File: config.mk
export PLATFORM = sky130hd
export DESIGN_NAME = windowed_peak_force_magnitude_top
export DESIGN_NICKNAME = d
export VERILOG_FILES = /design/src/wpfm_pkg.sv /design/src/wpfm_isqrt.sv /design/src/windowed_peak_force_magnitude_top.sv
export SDC_FILE = /design/constraint.sdc
export NUM_CORES = 1
export LEC_CHECK = 0
export ABC_AREA = 0
export CAP_MARGIN = 40
export CELL_PAD_IN_SITES_DETAIL_PLACEMENT = 1
export CELL_PAD_IN_SITES_GLOBAL_PLACEMENT = 1
export CORE_MARGIN = 2
export CORE_UTILIZATION = 40
export CTS_BUF_LIST = sky130_fd_sc_hd__clkbuf_2 sky130_fd_sc_hd__clkbuf_4 sky130_fd_sc_hd__clkbuf_8
export CTS_CLUSTER_SIZE = 25
export DETAILED_ROUTE_END_ITERATION = 10
export DONT_BUFFER_PORTS = 1
export PLACE_DENSITY_LB_ADDON = 0.1
export SLEW_MARGIN = 20
export SYNTH_ARGS = -nofsm -noshare
export SYNTH_HDL_FRONTEND = slang
export SYNTH_SLANG_ARGS = --single-unit
File: constraint.sdc
create_clock -name clk -period 14.9 [get_ports clk]
set_input_delay 2.98 -clock clk [delete_from_list [all_inputs] [get_ports clk]]
set_output_delay 2.98 -clock clk [all_outputs]
set_load 0.005 [all_outputs]
File: src/wpfm_pkg.sv
// ----------------------------------------------------------------------------
// wpfm_pkg: shared types and constants
// Word types of both channels, the root unit request/response and the
// register map of the windowed peak force magnitude block.
// ----------------------------------------------------------------------------
package wpfm_pkg;

	localparam int ACCEL_W = 16;
	localparam int FORCE_W = 26;
	localparam int MAG_W   = 16;
	localparam int GAIN_W  = 10;
	localparam int LEN_W   = 16;
	localparam int PEAK_W  = 32;
	localparam int APB_AW  = 3;
	localparam int APB_DW  = 32;

	localparam logic [GAIN_W-1:0] MASS_GAIN_RST  = 10'd65;
	localparam logic [LEN_W-1:0]  WINDOW_LEN_RST = 16'd500;

	// register index (paddr[2])
	localparam logic REG_MASS_GAIN  = 1'b0;
	localparam logic REG_WINDOW_LEN = 1'b1;

	localparam logic [PEAK_W-1:0] ROOT_BIT_INIT = 32'h4000_0000;

	typedef struct packed {
		logic signed [ACCEL_W-1:0] accel_x;
		logic signed [ACCEL_W-1:0] accel_y;
	} in_word_t;

	typedef struct packed {
		logic [FORCE_W-1:0] peak_force;
		logic [MAG_W-1:0]   peak_magnitude;
	} out_word_t;

	typedef struct packed {
		logic              start;
		logic [PEAK_W-1:0] radicand;
	} root_req_t;

	typedef struct packed {
		logic             done;
		logic [MAG_W-1:0] root;
	} root_rsp_t;

endpackage

File: src/wpfm_isqrt.sv
// ----------------------------------------------------------------------------
// wpfm_isqrt: iterative integer square root
// Digit-by-digit root of a 32-bit radicand, one result bit per cycle through
// a single subtract/compare.
// ----------------------------------------------------------------------------
module wpfm_isqrt import wpfm_pkg::*; (
	input  logic      clk,
	input  logic      arst_n,
	input  root_req_t req,
	output root_rsp_t rsp
);

	logic              busy_q;
	logic              done_q;
	logic [PEAK_W-1:0] rem_q;
	logic [PEAK_W-1:0] root_q;
	logic [PEAK_W-1:0] bit_q;
	logic [PEAK_W:0]   cand;
	logic              take;

	assign cand = {1'b0, root_q} + {1'b0, bit_q};
	assign take = {1'b0, rem_q} >= cand;

	always_ff @(posedge clk or negedge arst_n) begin
		if (!arst_n) begin
			busy_q <= 1'b0;
			done_q <= 1'b0;
			rem_q  <= '0;
			root_q <= '0;
			bit_q  <= '0;
		end else begin
			done_q <= 1'b0;
			if (req.start) begin
				busy_q <= 1'b1;
				rem_q  <= req.radicand;
				root_q <= '0;
				bit_q  <= ROOT_BIT_INIT;
			end else if (busy_q) begin
				if (take) begin
					rem_q  <= rem_q - cand[PEAK_W-1:0];
					root_q <= (root_q >> 1) + bit_q;
				end else begin
					root_q <= root_q >> 1;
				end
				bit_q <= bit_q >> 2;
				if (bit_q[0]) begin
					busy_q <= 1'b0;
					done_q <= 1'b1;
				end
			end
		end
	end

	assign rsp.done = done_q;
	assign rsp.root = root_q[MAG_W-1:0];

endmodule

File: src/windowed_peak_force_magnitude_top.sv
// ----------------------------------------------------------------------------
// windowed_peak_force_magnitude_top: windowed peak of |(x, y)| times mass
// Input words carry one signed X/Y accelerometer pair; the largest x*x+y*y
// of each window is kept and, after window_len words, one output word gives
// its integer root and mass_gain times that root.
//
// Channels: in (valid/ready, in_word_t), out (valid/ready, out_word_t) and an
// APB register port: mass_gain at 0x0, window_len at 0x4, pready tied high.
// Timing: in_ready drops after each accepted word while one shared
// multiplier forms x*x, then y*y, then the peak compare runs; the next word
// is taken only once that compare is done. A word that closes the window
// then passes the bit-serial root unit, ST_ROOT to collect the root, scaling
// on the same multiplier in ST_SCALE and ST_EMIT to load the output register;
// in_ready comes back as out_valid rises.
// The output register holds a finished word while out_ready is low; further
// input words are still taken meanwhile, and only a second window end waits.
// Reset (arst_n low) clears peak and count, loads mass_gain 65 and
// window_len 500 and empties the output register.
// ----------------------------------------------------------------------------
module windowed_peak_force_magnitude_top import wpfm_pkg::*; #(
	parameter int SAMPLE_BITS = 16
) (
	input  logic              clk,
	input  logic              arst_n,
	input  logic              in_valid,
	output logic              in_ready,
	input  in_word_t          in_data,
	output logic              out_valid,
	input  logic              out_ready,
	output out_word_t         out_data,
	input  logic              psel,
	input  logic              penable,
	input  logic              pwrite,
	input  logic [APB_AW-1:0] paddr,
	input  logic [APB_DW-1:0] pwdata,
	output logic [APB_DW-1:0] prdata,
	output logic              pready
);

	localparam int RAW_W = (SAMPLE_BITS > ACCEL_W) ? SAMPLE_BITS : ACCEL_W;
	localparam int MW    = (SAMPLE_BITS > MAG_W) ? SAMPLE_BITS : MAG_W;
	localparam int SQW   = 2 * SAMPLE_BITS + 1;
	localparam int SQE_W = (SQW > PEAK_W + 1) ? SQW : PEAK_W + 1;

	typedef enum logic [2:0] {
		ST_IDLE, ST_SQX, ST_SQY, ST_PEAK, ST_ROOT, ST_SCALE, ST_EMIT
	} state_t;

	state_t                 state_q;
	logic [GAIN_W-1:0]      gain_q;
	logic [LEN_W-1:0]       len_q;
	logic [SAMPLE_BITS-1:0] ax_q;
	logic [SAMPLE_BITS-1:0] ay_q;
	logic [SQW-1:0]         sq_q;
	logic [PEAK_W-1:0]      peak_q;
	logic [LEN_W-1:0]       count_q;
	logic [MAG_W-1:0]       mag_q;
	logic [FORCE_W-1:0]     force_q;
	logic                   out_valid_q;
	out_word_t              out_data_q;

	logic [RAW_W-1:0]       raw_x;
	logic [RAW_W-1:0]       raw_y;
	logic [SAMPLE_BITS-1:0] sx;
	logic [SAMPLE_BITS-1:0] sy;
	logic [SAMPLE_BITS-1:0] abs_x;
	logic [SAMPLE_BITS-1:0] abs_y;
	logic [MW-1:0]          mul_a;
	logic [MW-1:0]          mul_b;
	logic [2*MW-1:0]        prod;
	logic [SQE_W-1:0]       sq_ext;
	logic [PEAK_W-1:0]      sq_sat;
	logic [PEAK_W-1:0]      peak_new;
	logic [LEN_W-1:0]       count_new;
	logic                   win_end;
	logic                   cfg_wr;
	root_req_t              root_req;
	root_rsp_t              root_rsp;

	// sample zero extension and magnitude
	assign raw_x = RAW_W'(unsigned'(in_data.accel_x));
	assign raw_y = RAW_W'(unsigned'(in_data.accel_y));
	assign sx    = raw_x[SAMPLE_BITS-1:0];
	assign sy    = raw_y[SAMPLE_BITS-1:0];
	assign abs_x = sx[SAMPLE_BITS-1] ? (~sx + 1'b1) : sx;
	assign abs_y = sy[SAMPLE_BITS-1] ? (~sy + 1'b1) : sy;

	// shared multiplier
	always_comb begin
		unique case (state_q)
			ST_SQX: begin
				mul_a = MW'(ax_q);
				mul_b = MW'(ax_q);
			end
			ST_SQY: begin
				mul_a = MW'(ay_q);
				mul_b = MW'(ay_q);
			end
			ST_SCALE: begin
				mul_a = MW'(gain_q);
				mul_b = MW'(mag_q);
			end
			default: begin
				mul_a = '0;
				mul_b = '0;
			end
		endcase
	end
	assign prod = mul_a * mul_b;

	assign sq_ext    = SQE_W'(sq_q);
	assign sq_sat    = (|sq_ext[SQE_W-1:PEAK_W]) ? '1 : sq_ext[PEAK_W-1:0];
	assign peak_new  = (sq_sat > peak_q) ? sq_sat : peak_q;
	assign count_new = count_q + 1'b1;
	assign win_end   = count_new >= len_q;

	assign root_req.start    = (state_q == ST_PEAK) && win_end;
	assign root_req.radicand = peak_new;

	wpfm_isqrt u_isqrt (
		.clk    (clk),
		.arst_n (arst_n),
		.req    (root_req),
		.rsp    (root_rsp)
	);

	// register port
	assign cfg_wr = psel && penable && pwrite;
	assign pready = 1'b1;
	always_comb begin
		unique case (paddr[2])
			REG_MASS_GAIN:  prdata = APB_DW'(gain_q);
			REG_WINDOW_LEN: prdata = APB_DW'(len_q);
			default:        prdata = '0;
		endcase
	end

	always_ff @(posedge clk or negedge arst_n) begin
		if (!arst_n) begin
			gain_q <= MASS_GAIN_RST;
			len_q  <= WINDOW_LEN_RST;
		end else if (cfg_wr) begin
			unique case (paddr[2])
				REG_MASS_GAIN:  gain_q <= pwdata[GAIN_W-1:0];
				REG_WINDOW_LEN: len_q  <= pwdata[LEN_W-1:0];
				default:        ;
			endcase
		end
	end

	// datapath words
	always_ff @(posedge clk) begin
		unique case (state_q)
			ST_IDLE: begin
				ax_q <= abs_x;
				ay_q <= abs_y;
			end
			ST_SQX:   sq_q <= SQW'(prod);
			ST_SQY:   sq_q <= sq_q + SQW'(prod);
			ST_ROOT:  mag_q <= root_rsp.root;
			ST_SCALE: force_q <= prod[FORCE_W-1:0];
			default:  ;
		endcase
	end

	// sequencer
	always_ff @(posedge clk or negedge arst_n) begin
		if (!arst_n) begin
			state_q     <= ST_IDLE;
			peak_q      <= '0;
			count_q     <= '0;
			out_valid_q <= 1'b0;
			out_data_q  <= '0;
		end else begin
			if (out_valid_q && out_ready && (state_q != ST_EMIT)) begin
				out_valid_q <= 1'b0;
			end
			unique case (state_q)
				ST_IDLE: begin
					if (in_valid) begin
						state_q <= ST_SQX;
					end
				end
				ST_SQX: state_q <= ST_SQY;
				ST_SQY: state_q <= ST_PEAK;
				ST_PEAK: begin
					if (win_end) begin
						peak_q  <= '0;
						count_q <= '0;
						state_q <= ST_ROOT;
					end else begin
						peak_q  <= peak_new;
						count_q <= count_new;
						state_q <= ST_IDLE;
					end
				end
				ST_ROOT: begin
					if (root_rsp.done) begin
						state_q <= ST_SCALE;
					end
				end
				ST_SCALE: state_q <= ST_EMIT;
				ST_EMIT: begin
					if (!out_valid_q || out_ready) begin
						out_valid_q               <= 1'b1;
						out_data_q.peak_force     <= force_q;
						out_data_q.peak_magnitude <= mag_q;
						state_q                   <= ST_IDLE;
					end
				end
				default: state_q <= ST_IDLE;
			endcase
		end
	end

	assign in_ready  = (state_q == ST_IDLE);
	assign out_valid = out_valid_q;
	assign out_data  = out_data_q;

endmodule

Yosys cells after proc, flatten, opt, wreduce, memory -nomap -nowiden
Cells that the tools add are included.

Register bits: 325. Bits of input ports: 74. Output and inout bits: 77. Logic and storage cells: 92.

$add $sub $neg: 7. Multiply operators: 1. $lt $le $gt $ge: 3. Equality and inequality tests: 10. Mux-type cells: 32. Bitwise operators: 3. Reductions and logical operators: 16.

Operator list (count): two-way mux 32 bit (11); case mux 16 bit (3 select lines) (2); case mux 33 bit (2 select lines) (1); case mux 32 bit (2 select lines) (1); adder 16 x 1 -> 16 bit, second input constant (3); adder 32 x 32 -> 33 bit (1); adder 33 x 32 -> 33 bit (1); greater-or-equal comparator 32 x 33 -> 1 bit (1); adder 31 x 32 -> 32 bit (1); > comparator 32 bit (1); multiplier 16 x 16 -> 32 bit (1); NOT 16 bit (2); subtractor 32 bit (1); two-way mux 15 bit (2); case mux 3 bit (7 select lines) (1); greater-or-equal comparator 16 bit (1); two-way mux 16 bit (1); two-way mux 3 bit (4); == test 3 bit, second input constant (3); two-way mux 1 bit (9); AND reduction 2 bit (4); == test 3 x 2 -> 1 bit, second input constant (2); nonzero test 2 bit (3); logical AND 1 bit (5); 9 further kinds (10).

Logic depth before layout (Yosys ltp)
Gate-level depths: netlist of the first run.

Word-level depth: 5. Depth in mapped cells: 40. Gate-level depth less buffers: 36.

By module
From an unflattened synthesis of the first run, not the netlist that was laid out.

Cell total of the unflattened synthesis: 3138. Area total of the unflattened synthesis: 28741.3 um2.

By module, submodules not included: windowed_peak_force_magnitude_top (instances 1, cells each 2247, area each 21199.1 um2, sequential area each 6226.0 um2); wpfm_isqrt (instances 1, cells each 891, area each 7542.2 um2, sequential area each 2052.0 um2).

Worst setup path before layout of the first run
Ideal clock, no wire load.

Path type: reg2reg. Start point: register state_q[0]. End point: register sq_q[31] (netlist: sq_ext[31]) (data pin). Library setup time: 266 ps. Arrival time: 8990 ps. Data required time: 14634 ps. Slack: 5644 ps. Cell stages (with the launch flop): 36. Buffers on the path: 5. Clock period less this slack: 9256 ps. Cells stage by stage: dfrtp_1 -> nor2b_1 -> clkbuf_1 -> and2_0 -> clkbuf_1 -> clkbuf_1 -> buf_1 -> a21oi_1 -> nor2_1 -> fa_1 -> inv_1 -> fa_1 -> fa_1 -> fa_1 -> inv_1 -> fa_1 -> inv_1 -> fa_1 -> inv_1 -> ha_1 -> and4_1 -> and2_1 -> a22oi_1 -> nand2b_1 -> a21oi_1 -> xnor2_1 -> ha_1 -> clkbuf_1 -> a21oi_1 -> o21ai_0 -> a2111oi_0 -> or3_1 -> o21ai_0 -> nand4_1 -> mux2_2 -> o211ai_1.

Cells in the longest elaborated chain, start to end: 5. Elaborated cells on any way between the ends: 8. Classes of those cells: 1 x add/sub; 1 x mul; 3 x eq/ne; 3 x mux.

Ends and longest elaborated chain: start: declaration (line windowed_peak_force_magnitude_top.sv:49) `state_t state_q;`; start signal: assignment (line windowed_peak_force_magnitude_top.sv:169) `state_q <= ST_IDLE;`; start signal: assignment (line windowed_peak_force_magnitude_top.sv:181) `state_q <= ST_SQX;`; start signal: assignment (line windowed_peak_force_magnitude_top.sv:184) `ST_SQX: state_q <= ST_SQY;`; == test 3 bit, or another cell as far along (line windowed_peak_force_magnitude_top.sv:90) `unique case (state_q)`; case mux 16 bit (3 select lines) (line windowed_peak_force_magnitude_top.sv:90); multiplier 16 x 16 -> 32 bit (*) (line windowed_peak_force_magnitude_top.sv:109) `assign prod = mul_a * mul_b;`; net prod[17] (line windowed_peak_force_magnitude_top.sv:70) `logic [2*MW-1:0] prod;`; adder 33 x 32 -> 33 bit (*) (line windowed_peak_force_magnitude_top.sv:159) `ST_SQY: sq_q <= sq_q + SQW'(prod);`; case mux 33 bit (2 select lines) (*) (line windowed_peak_force_magnitude_top.sv:153) `unique case (state_q)`; end signal: assignment (line windowed_peak_force_magnitude_top.sv:158) `ST_SQX: sq_q <= SQW'(prod);`; end signal: assignment (line windowed_peak_force_magnitude_top.sv:159); end: declaration (line windowed_peak_force_magnitude_top.sv:54) `logic [SQW-1:0] sq_q;`.

Mark *: on every way through the listed nets, which the timed path passes. The rest lies on a longest branch. A chain may end at the register's enable or synchronous reset.

Worst setup path in the final report of the first run
Ends and elaborated chain as after synthesis.

==> impl_metrics.toml, run 1 <==
[synthesis]
syn-cell-area_um2 = 28200
yosys-mux-area-fraction_pct = 7.36
synth_top_family_by_area = "adder cells"
synth-compound-area-share_pct = 13.8
yosysWarnings = 0
synth_xor_area_share_pct = 5.12
ys_ff_latch = 309
yosys.area_share.simple_pct = 13.1
synthDistinctLibCells = 79
async_reset_ff_share_pct = 65.4
synth-main-ff-cell = "dfrtp_1"
synthAdderAreaFrac_pct = 25.2
syn-instance-count = 2980
seq_area_frac_synth_pct = 29.3
syn_area_per_cell_um2 = 9.47
synth_edf_count = 107

[sta]
slew_headroom_pct = 40.3
holdWs_ns = 0.452
rsz0062_at_grt = "false"
setup_viol = 0
fmax_mhz = 92.2
finalClockSkew_ns = 0.0572
fin_crit_ns = 10.85
fin_tns_setup_ns = 0
slew_viol_final = 0
worstMarginPinSlew_ns = 0.872
post-route-period-util_pct = 72.8
final_hold_viol_count = 0

[cts]
cts-htree-levels = 2
cts-root-buf = "clkbuf_8"
cts_buffer_depth = 3
clock_latency_ns = 0.68
postCtsHoldBufs = 0
clock-sinks = 309
clk_pin_slew_worst_paths_ns = 0.06
cts_setup_buffers = 0
cts_resized = 0
cts_tree = "done"
numCtsBuffers = 59

[worst_setup_path]
cp_slowest_cell = "and2_2"
cp.required_ns = 15.36
worstSetupPathDepth = 31
critPathBufInv = 5
start_kind = "flip-flop"
reg2reg_depth = 31
arrival_ns = 11.32
worstSetupEndpointType = "flip-flop"
crit_type = "flip-flop to flip-flop"
reg2reg_from = "state_q[0]"
cp_max_fo = 49
endpoint = "sq_ext[31]"
cp-startpoint = "state_q[0]"
r2r-end = "sq_ext[31]"
r2r_setup_slack_ns = 4.05
slowest_delay_ns = 0.68
cpMostUsedCell = "fa_1"
critical_path.top_delay_family = "adder cells"

[global_route]
grt_max_degree = 203
grt.overflow.total = 0
antenna_found_initial = 2
grt_pass1_wl_um = 138000
groute.usage.overall_pct = 24.4
grt_pass1_vias = 23500

[layout]
final_cell_mix = "nand2_1 (314), inv_1 (310), nor2_1 (258)"
post_route_cells_drive_above_1_share_pct = 10.3
area_growth_pct = 8.97
nets = 3498
fin_util_pct = 44.0
mostFrequentLayoutCell = "nand2_1"

[placed_design]
post-dp-hpwl_um = 68600
io_buffers = 0
gp_congestion = 0.905

[route]
drt_pass1_iterations = 5
drtIter0Drc = 1203
ant_nets = 0
avgViaCountPerCell = 5.51
drc = 0
avgRoutedWirePerCell_um = 22.2
routed_wl_um = 88200
num_vias = 21900

[die]
core-area_um2 = 69900
pin_count = 151
rows = 97
die-area_um2 = 72700
start_util_pct = 40.4
die_w_um = 270
dieHeight_um = 270

[worst_hold_path]
hp-class = "flip-flop to flip-flop"
min_from = "force_q[2]"

[run]
max_cap_violations = 0

[status]
status = "finished clean"
[kinds of logic after synthesis]
logic type,count (synthesis)
simple gates,816
flops,309
xor+xnor,165
other cells,2
compound gates,605
mux,197
buf+inv,436
fa+ha+maj,450
[area by class of cell]
| class | count | area, um^2 |
|---|---|---|
| clock inverter | 13 | 158 |
| timing repair buffer | 39 | 424 |
| fill | 7969 | 39100 |
| multi-input combinational | 2250 | 18300 |
| antenna | 1 | 2.50 |
| clock buffer | 98 | 1200 |
| inverter | 315 | 1180 |
| sequential | 309 | 8280 |
| tap | 940 | 1180 |
[worst min-delay path by stage]
stage | to | slack, ns | cells after the start
2_1_floorplan | mag_q[0] | 0.45 | 0
3_3_place_gp | out_data[18] | 0.46 | 1
3_5_place_dp | out_data[33] | 0.47 | 1
4_1_cts | out_data[18] | 0.45 | 1
5_1_grt | out_data[18] | 0.49 | 1
6_report | out_data[18] | 0.45 | 1
[per-stage QoR]
stage	cells	worst slack [ns]	cell area (um^2)
after floorplan	2995	5.64	28300
after global placement	3838	4.28	29200
after detailed placement	3849	4.12	29300
after CTS	3960	3.99	30700
after global routing	3965	3.35	30800
final	3965	4.05	30800
[cells in the mapped netlist (8+ instances only)]
| library cell | n | share of area, % |
|---|---|---|
| a21o_1 | 66 | 1.8 |
| o21a_1 | 30 | 0.80 |
| nand3_1 | 29 | 0.51 |
| and4_1 | 8 | 0.25 |
| and3_1 | 17 | 0.38 |
| nor2_1 | 260 | 3.5 |
| buf_4 | 21 | 0.56 |
| nand2_1 | 314 | 4.2 |
| a32o_1 | 32 | 1.1 |
| mux2i_1 | 112 | 4.0 |
| fa_1 | 196 | 14 |
| nand4_1 | 19 | 0.42 |
| dfstp_2 | 8 | 0.74 |
| nor3_1 | 24 | 0.43 |
| o21bai_1 | 15 | 0.40 |
| or2_2 | 37 | 0.82 |
| a211oi_1 | 20 | 0.53 |
| dfrtp_1 | 194 | 17 |
| o211ai_1 | 10 | 0.27 |
| a31oi_1 | 28 | 0.62 |
| nand2b_1 | 27 | 0.60 |
| mux2_2 | 85 | 3.4 |
| a22oi_1 | 11 | 0.29 |
| inv_1 | 310 | 4.1 |
| o21ai_0 | 142 | 2.5 |
| a21oi_1 | 163 | 2.9 |
| ha_1 | 254 | 11 |
| and2_1 | 17 | 0.38 |
| o31ai_1 | 22 | 0.59 |
| xnor2_1 | 106 | 3.3 |
| nor2b_1 | 18 | 0.40 |
| or3_1 | 16 | 0.35 |
| xor2_1 | 59 | 1.8 |
| clkbuf_1 | 90 | 1.2 |
| edfxtp_1 | 107 | 11 |
[sequential cells by signal, indices dropped and copies added (netlist names), 26 cells and up]
name            flops
u_isqrt.root_q     32
sq_ext             33
peak_q             32
force_q            26
u_isqrt.rem_q      32
out_data           42
[layer usage]
layer / GRT usage, % / vias up / part of all wire, %
met1: 34.0 / 11200 / 47
met3: 4.23 / 107 / 4.8
met5: 0 / - / 0
met4: 7.28 / 0 / 3.1
met2: 38.6 / 408 / 45
li1: - / 10200 / -
Power of run 1 is left out: the tool's default activity adds up to more than one toggle a clock period on the data nets, which glitch-free logic cannot reach.
==> run 2, diff against run 1 <==
==> constraint.sdc (replaced) <==
create_clock -name clk -period 10.05 [get_ports clk]
set_input_delay 2.01 -clock clk [delete_from_list [all_inputs] [get_ports clk]]
set_output_delay 2.01 -clock clk [all_outputs]
set_load 0.005 [all_outputs]
==> impl_metrics.toml, run 2 (same netlist as run 1, synthesis figures left out) <==
[placed_design]
post-dp-hpwl_um = 69800
dp.cells = 3881
io_buffers = 0
post-place-ws_ns = 0.0961
gp_congestion = 0.900

[die]
die_w_um = 270
pin_count = 151
core-area_um2 = 69900
rows = 97
die-area_um2 = 72700
dieHeight_um = 270
start_util_pct = 40.4

[worst_setup_path]
worstSetupEndpointType = "flip-flop"
cp-startpoint = "state_q[0]"
cpMostUsedCell = "fa_1"
crit_type = "flip-flop to flip-flop"
critical_path.top_delay_family = "adder cells"
cp_slowest_cell = "fa_1"
reg2reg_from = "state_q[0]"
cp.required_ns = 10.47
critPathBufInv = 5
arrival_ns = 10.16
cp_max_fo = 24
start_kind = "flip-flop"
slowest_delay_ns = 0.60

[cts]
clk_pin_slew_worst_paths_ns = 0.06
cts-htree-levels = 2
cts_buffer_depth = 3
cts-root-buf = "clkbuf_8"
clock-sinks = 309
cts_setup_buffers = 0
numCtsBuffers = 60
cts_tree = "done"
clock_latency_ns = 0.68

[sta]
fin_crit_ns = 9.74
post-route-period-util_pct = 96.9
setup_viol = 0
final_hold_viol_count = 0
slew_headroom_pct = 44.6
fmax_mhz = 103
layout_setup_ws_ns = 0.309
worstMarginPinSlew_ns = 0.825
slew_viol_final = 0
rsz0062_at_grt = "true"
finalClockSkew_ns = 0.0222

[layout]
mostFrequentLayoutCell = "nand2_1"
fin_util_pct = 44.4
largest_register_ffs = 42
area_growth_pct = 9.93
fin_cells = 4003
final_cell_mix = "nand2_1 (313), inv_1 (310), ha_1 (254)"
nets = 3531
post_route_cells_drive_above_1_share_pct = 12.0

[route]
ant_nets = 0
drtIter0Drc = 1325
num_vias = 22000
drt_pass1_iterations = 5
avgRoutedWirePerCell_um = 22.2
drc = 0
routed_wl_um = 89100
avgViaCountPerCell = 5.49

[global_route]
grt.overflow.total = 0
antenna_found_initial = 3
grt_max_degree = 203
groute.usage.overall_pct = 24.6
grt_pass1_wl_um = 141000
grt_pass1_vias = 23700

[status]
status = "finished clean"

[worst_hold_path]
min_from = "force_q[2]"
hp-class = "flip-flop to flip-flop"

[run]
max_cap_violations = 0
==> run 2: cell count changes in the layout (fill, tap and decap cells not counted), moves of 3 or more <==
cell / change
buf_16: -3
xor2_2: +3
a21o_2: +8
nor2_2: +7
buf_4: +35
nor2_4: +3
clkinv_1: +4
nor2_1: -10
a21o_1: -9
diode_2: +4
clkbuf_8: -3
clkbuf_4: -5
xor2_1: -3
==> run 2: worst paths after layout <==
| kind | depth (start not counted) | slack, ns | end |
|---|---|---|---|
| max in group asynchronous | 0 | 8.62 | out_valid |
| worst min register to register | 1 | 0.48 | out_data[18] |
| min in group asynchronous | 0 | 1.05 | count_q[14] |
| worst max register to register | 34 | 0.31 | sq_ext[30] |
| worst max-delay path | 34 | 0.31 | sq_ext[30] |
| worst min-delay path | 1 | 0.48 | out_data[18] |
==> run 2: timing repair <==
item | CTS | global route
gates resized for setup | 0 | 35
hold buffers | 0 | 0
endpoints found under the setup margin | 0 | 10
==> run 2: metal layers <==
| layer | vias to the layer above | wire length, um | track usage [%] |
|---|---|---|---|
| li1 | 10300 | - | - |
| met1 | 11200 | 42100 | 34.7 |
| met2 | 371 | 41700 | 40.4 |
| met3 | 89 | 3840 | 3.63 |
| met4 | 2 | 1430 | 4.84 |
| met5 | - | 13 | 0 |
==> run 2: metrics by stage <==
step | area (um^2) | setup TNS (ns) | hold WS [ns]
global route | 31000 | -0.0378 | 0.492
CTS | 30900 | 0 | 0.486
global placement | 29400 | 0 | 0.462
floorplan | 28300 | 0 | 0.448
finish | 31000 | 0 | 0.482
detailed placement | 29500 | 0 | 0.465
==> run 2: worst reg2reg max path: cells and delay by family (launching register included) <==
family,cells,cell delay (ns)
buffers and inverters,5,0.83
multiplexers,1,0.26
AND/OR/NAND/NOR,10,1.75
AO/OA/AOI/OAI,8,1.99
XOR/XNOR,2,0.52
adder cells (fa/ha/maj),8,3.69
flip-flops,1,0.46
==> run 2: final cells by class <==
type / instances / area [um^2]
Inverter: 315 / 1180
Multi-Input combinational cell: 2250 / 18400
Clock inverter: 22 / 221
Tap cell: 940 / 1180
Fill cell: 8006 / 38900
Timing Repair Buffer: 71 / 593
Clock buffer: 91 / 1130
Antenna cell: 5 / 12.5
Sequential cell: 309 / 8280
Power of run 2 is left out for the same reason.
==> run 3, diff against run 2 <==
--- a/config.mk
+++ b/config.mk
@@ -16,6 +16,7 @@
 export DETAILED_ROUTE_END_ITERATION = 10
 export DONT_BUFFER_PORTS = 1
 export PLACE_DENSITY_LB_ADDON = 0.1
+export RECOVER_POWER = 50
 export SLEW_MARGIN = 20
 export SYNTH_ARGS = -nofsm -noshare
 export SYNTH_HDL_FRONTEND = slang
==> impl_metrics.toml, run 3 (same netlist as run 1, synthesis figures left out) <==
[worst_setup_path]
cp_max_fo = 24
critical_path.top_delay_family = "adder cells"
reg2reg_depth = 34
reg2reg_from = "state_q[0]"
cp_slowest_cell = "fa_1"
worstSetupEndpointType = "flip-flop"
start_kind = "flip-flop"
cp.required_ns = 10.48
r2r_setup_slack_ns = 0.34
slowest_delay_ns = 0.60
crit_type = "flip-flop to flip-flop"
cpMostUsedCell = "fa_1"
critPathBufInv = 5
arrival_ns = 10.14
r2r-end = "sq_ext[30]"

[worst_hold_path]
min_from = "force_q[22]"
hp-class = "flip-flop to flip-flop"
min_to = "out_data[38]"
holdPathStages = 1

[layout]
mostFrequentLayoutCell = "nand2_1"
largest_register_ffs = 42
fin_cells = 4002
nets = 3531
area_growth_pct = 9.87
post_route_cells_drive_above_1_share_pct = 11.9
final_cell_mix = "nand2_1 (313), inv_1 (310), ha_1 (254)"
fin_area_um2 = 31000
fin_util_pct = 44.4

[sta]
finalClockSkew_ns = 0.0244
rsz0062_at_grt = "true"
slew_headroom_pct = -26.5
worstMarginPinSlew_ns = 1.90
fin_tns_setup_ns = 0
final_hold_viol_count = 0
slew_viol_final = 33
setup_viol = 0
post-route-period-util_pct = 96.6
fmax_mhz = 103
fin_crit_ns = 9.71

[placed_design]
gp_congestion = 0.900
dp.cells = 3881
post-dp-hpwl_um = 69800
io_buffers = 0
place_area_um2 = 29500

[route]
avgViaCountPerCell = 5.48
ant_nets = 0
avgRoutedWirePerCell_um = 22.2
drc = 0
num_vias = 21900
drtIter0Drc = 1279
drt_pass1_iterations = 4
routed_wl_um = 89000

[die]
pin_count = 151
rows = 97
start_util_pct = 40.4
die_w_um = 270
die-area_um2 = 72700
dieHeight_um = 270
core-area_um2 = 69900

[run]
max_cap_violations = 1

[global_route]
antenna_found_initial = 3
grt_pass1_wl_um = 141000
grt_pass1_vias = 23700
grt_max_degree = 203
grt.overflow.total = 0
groute.usage.overall_pct = 24.6

[cts]
clock_latency_ns = 0.68
cts-htree-levels = 2
postCtsHoldBufs = 0
clk_pin_slew_worst_paths_ns = 0.06
cts_buffer_depth = 3
numCtsBuffers = 60
cts-root-buf = "clkbuf_8"
cts_tree = "done"
clock-sinks = 309

[status]
status = "complete, but fails checks"
violations = "capacitance limit, slew limit"
## run 3: repair_timing
| item | in CTS | in global routing |
|---|---|---|
| setup buffers | 0 | 0 |
| hold endpoints to repair | 0 | 0 |
| setup endpoints to repair | 0 | 10 |
| gates resized for setup | 0 | 35 |
## run 3: through the flow
stage / hold slack, ns / setup WS, ns
2_1_floorplan: 0.448 / 0.794
3_3_place_gp: 0.462 / 0.189
3_5_place_dp: 0.465 / 0.0961
4_1_cts: 0.486 / 0.0180
5_1_grt: 0.492 / -0.0254
6_report: 0.482 / 0.338
## run 3: worst max path at each step
| stage | from | cells after the start | to | slack [ns] |
|---|---|---|---|---|
| 5_1_grt | state_q[1] | 35 | sq_ext[31] | -0.03 |
| 3_5_place_dp | state_q[0] | 34 | sq_ext[30] | 0.1 |
| 3_3_place_gp | state_q[1] | 34 | sq_ext[30] | 0.19 |
| 2_1_floorplan | state_q[0] | 35 | sq_ext[31] | 0.79 |
| 4_1_cts | state_q[1] | 34 | sq_ext[30] | 0.02 |
| 6_report | state_q[0] | 34 | sq_ext[30] | 0.34 |
## run 3: metal layers
layer	routed length [um]	vias to the layer above	global-route usage, %
met3	3950	91	3.63
met4	1470	2	4.84
met1	41900	11200	34.7
met5	13	-	0
met2	41600	373	40.4
li1	-	10300	-
## run 3: final cells by class
cell class	count	area (um^2)
well taps	940	1180
clock buffers	91	1130
diodes	4	10.0
flip-flops and latches	309	8280
inverters	315	1180
fillers	8011	38900
clock inverters	22	221
repair buffers	71	586
multi-input cells	2250	18400
## run 3: worst reg2reg max path, delay by kind of cell (launching register included)
kind | cells | cell delay [ns]
XOR/XNOR | 2 | 0.53
flip-flops | 1 | 0.46
buffers and inverters | 5 | 0.83
AND/OR/NAND/NOR | 10 | 1.72
multiplexers | 1 | 0.26
adder cells (fa/ha/maj) | 8 | 3.69
AO/OA/AOI/OAI | 8 | 1.96
Power of run 3 is left out for the same reason.
